`config.mk`:
```
export PLATFORM = sky130hd
export DESIGN_NAME = tma_cmd_fifo
export DESIGN_NICKNAME = d
export VERILOG_FILES = /design/src/rtl/tma_pkg.sv /design/src/rtl/tma_cmd_fifo.sv
export SDC_FILE = /design/constraint.sdc
export NUM_CORES = 1
export LEC_CHECK = 0
export BUFFER_PORTS_ARGS = -buffer_cell sky130_fd_sc_hd__buf_2
export CAP_MARGIN = 15
export CORE_MARGIN = 8
export CORE_UTILIZATION = 50
export DETAILED_ROUTE_END_ITERATION = 12
export GPL_ROUTABILITY_DRIVEN = 0
export PLACE_DENSITY = 0.79
export SLEW_MARGIN = 20
export SYNTH_ARGS = -nofsm -noshare
export SYNTH_HDL_FRONTEND = slang
export SYNTH_SLANG_ARGS = --single-unit
```
`constraint.sdc`:
```
create_clock -name clk -period 7.3 [get_ports clk]
set_input_delay 0 -clock clk [delete_from_list [all_inputs] [get_ports clk]]
set_output_delay 0 -clock clk [all_outputs]
set_load 0.005 [all_outputs]
```
`src/rtl/tma_pkg.sv`:
```
package tma_pkg;

	localparam int FRAC_BITS = 16;

	localparam logic [2:0] MODE_IDENT = 3'd0;
	localparam logic [2:0] MODE_LOAD  = 3'd1;
	localparam logic [2:0] MODE_TRANS = 3'd2;
	localparam logic [2:0] MODE_SCALE = 3'd3;
	localparam logic [2:0] MODE_SMUL  = 3'd4;
	localparam logic [2:0] MODE_READ  = 3'd5;

	localparam logic signed [31:0] ONE_FX = 32'sd1 <<< FRAC_BITS;

	typedef struct packed {
		logic [2:0]         mode;
		logic [1:0]         row;
		logic [1:0]         col;
		logic signed [31:0] value_a;
		logic signed [31:0] value_b;
		logic signed [31:0] value_c;
		logic               last;
	} in_item_t;

	typedef struct packed {
		logic signed [31:0] read_data;
		logic               saturated;
	} out_item_t;

	// command passed from front to back
	typedef struct packed {
		logic [2:0]         mode;
		logic [1:0]         row;
		logic [1:0]         col;
		logic signed [31:0] value_a;
		logic signed [31:0] value_b;
		logic signed [31:0] value_c;
		logic               last;
	} cmd_t;

endpackage

```
`src/rtl/tma_cmd_fifo.sv`:
```
module tma_cmd_fifo (
	input  logic          clk,
	input  logic          arst_n,
	input  logic          wr_en,
	input  tma_pkg::cmd_t wr_data,
	output logic          full,
	input  logic          rd_en,
	output tma_pkg::cmd_t rd_data,
	output logic          empty
);
	import tma_pkg::*;

	// two-entry queue between front and back
	cmd_t       mem_q [2];
	logic       wptr_q, rptr_q;
	logic [1:0] cnt_q;

	assign full    = cnt_q == 2'd2;
	assign empty   = cnt_q == 2'd0;
	assign rd_data = mem_q[rptr_q];

	always_ff @(posedge clk) begin
		if (wr_en && !full) mem_q[wptr_q] <= wr_data;
	end

	always_ff @(posedge clk or negedge arst_n) begin
		if (!arst_n) begin
			wptr_q <= 1'b0;
			rptr_q <= 1'b0;
			cnt_q  <= 2'd0;
		end else begin
			if (wr_en && !full) wptr_q <= ~wptr_q;
			if (rd_en && !empty) rptr_q <= ~rptr_q;
			cnt_q <= cnt_q + 2'(wr_en && !full) - 2'(rd_en && !empty);
		end
	end
endmodule

```
==> run metrics <==
period utilisation layout=0.357; WP data arrival=2600 ps; Hold Crit Endpoint=mem_q[1][41]; Final Util=0.692; total grt overflow=0; Yosys top cell area share=0.785; CTS buffer count=21; Lkg Pwr=4.26 nW; unrepaired setup endpoints after global routing=false; RR Endpoint=mem_q[0][72]; crit path cell chain=buf_6 -> mux2_2 -> buf_2; CP Capture Type=primary output; P&R area growth vs syn=36.8%; Initial Utilization=0.506; Post-CTS Hold Buffers=108; Resize count post-CTS=0; Max-slew headroom=0.438; Crit path max-delay family=buffers and inverters; detailed router's first-iteration violation count=282; Post-Syn Nets=452; peak supply drop=0.237 mV; final setup TNS=0 ps; Syn. warnings=0; Worst Path Buf+Inv=2; antenna violations before repair=1; Clk Latency, worst-skew pair=480 ps; hold path cells=2; Synth area leader=edfxtp_1; drt first pass iters=4; number of enable flip-flop cells after synthesis=208; post-route design area=10,900 sq um; slowest stage delay, CP=780 ps; CTS sink count=212; hold_sp=wr_data[41]; # Post-CTS Setup Buffers=0; CP Max Fanout=71; R2R depth=5; most frequent cells after synthesis=edfxtp_1, mux2_2, mux2_4; Critical Path RT=7300 ps; Vias=4,384; most frequent cell after synthesis=edfxtp_1; Fill cells=986; worst-margin pin slew=843 ps; GRT Util Overall=0.165; detailed-placement wirelength estimate=10,400 um; crit path max-delay cell type=dfrtp_4; largest net degree at the start of global routing=72; Area contributors post-synth=edfxtp_1, mux2_4, mux2_2; input/output buffers=213; Residual DRC=0; Peak Freq=384 MHz; CTS H-tree depth=1; Nets=788; Synth cell types=17; share of cells above drive strength 1=0.503; Final Setup Violations=0; Worst Setup Start Kind=flip-flop; via/cell ratio=4.84; max cap viols=0; status=finished, final reports clean; r2r setup slk=4850 ps; worst hold path type=in -> reg; core area=15,700 sq um; Netlist Area Pre-Place=7950 sq um; Seq/Total Area, Yosys=0.798; Seq cells post-synth=212; first-pass GRT wire length=26,300 um; kind of critical path=reg -> out; Max clock buf depth=3; number of global-route vias before repair=4,924; max-slew violations=0; clock root buffer=clkbuf_16; Syn Area/Cell=23.3 sq um; Final Skew=8.36 ps; row count=46; final hold violation count=0; prevailing post-synth register cell=edfxtp_1; routed wire length=17,100 um; Syn Inst Count=342; I/O pins=214; CTS tree=done; Die X=142 um; reg-to-reg startpoint=cnt_q[1]; Antenna Cells=0; Post-synth ARST share=0.0189; die height=142 um; post-route ant nets=0; Final min period=2600 ps; clk slew on worst S/H paths=60 ps; routed wire length per instance=18.9 um; dpl cell area=9190 sq um; DIE AREA=20,200 sq um; Cell Pwr Density=357 nW/um^2
-- state kept, by name, summed over array words and instances (netlist names) --
signal / flops
cnt_q: 2
wptr_q: 1
mem_q: 208
rptr_q: 1
-- worst max path at each step --
stage	depth (start not counted)	start	end	slack (ps)
5_1_grt	3	rptr_q	rd_data[32]	4600
3_5_place_dp	5	cnt_q[1]	mem_q[0][33]	4850
2_1_floorplan	3	cnt_q[1]	mem_q[0][0]	1810
3_3_place_gp	5	cnt_q[1]	mem_q[0][39]	4880
4_1_cts	3	rptr_q	rd_data[32]	4420
6_report	3	rptr_q	rd_data[37]	4700
-- cells by family after synthesis --
| logic type | after synthesis | synth area share |
|---|---|---|
| adder cells (fa/ha/maj) | 2 | 0.00315 |
| multiplexers | 104 | 0.171 |
| flip-flops | 212 | 0.798 |
| buffers and inverters | 14 | 0.0200 |
| AND/OR/NAND/NOR | 6 | 0.00378 |
| XOR/XNOR | 4 | 0.00441 |
-- layout by cell type (no fill, tap or decap), drive strengths merged --
cell type    Yosys  final
and3             1      1
buf             12    217
bufinv           0      1
clkbuf           0     25
clkinv           0      8
dfrtp            4      4
dlygate4sd3      0    108
edfxtp         208    208
ha               2      2
inv              2      3
mux2           104    104
nand2            1      1
nand2b           1      1
nor2             2      2
nor2b            1      1
xnor2            3      3
xor2             1      1
-- metal layers --
| metal | global-route usage | vias to the layer above | routed length [um] |
|---|---|---|---|
| met4 | 0.0384 | 2 | 220 |
| met5 | 0 | - | 13 |
| met3 | 0.0543 | 24 | 1460 |
| li1 | - | 2031 | - |
| met1 | 0.185 | 2160 | 6370 |
| met2 | 0.296 | 167 | 9080 |
-- area by class of cell --
type	instances	area, sq um	area share
Tap cell	216	270	0.0248
Clock inverter	10	68.8	0.00633
Clock buffer	25	541	0.0497
Multi-Input combinational cell	116	1460	0.134
Sequential cell	212	6350	0.584
Timing Repair Buffer	325	2180	0.200
Inverter	2	7.51	0.000690
-- worst reg2reg max path: cells and delay by family, from the launching register on --
| kind | cells | cell delay, ps |
|---|---|---|
| flops | 1 | 400 |
| buf+inv | 2 | 1270 |
| simple gates | 3 | 370 |
-- per-stage QoR --
step	instances	setup slack, ps	hold WS [ps]	power, mW
floorplan	342	1810	-296	2.54
global route	906	4600	235	4.07
global placement	763	4880	-187	2.87
detailed placement	763	4850	-185	2.91
CTS	906	4420	223	3.92
finish	906	4700	246	3.89
-- power by group --
part           leakage, nW  internal, mW  total (mW)  switching [mW]
clock network        0.295         0.559       0.972           0.413
logic                 1.99         0.609        1.14           0.527
registers             1.98          1.67        1.78           0.111
(Power assumes the default switching activity.)
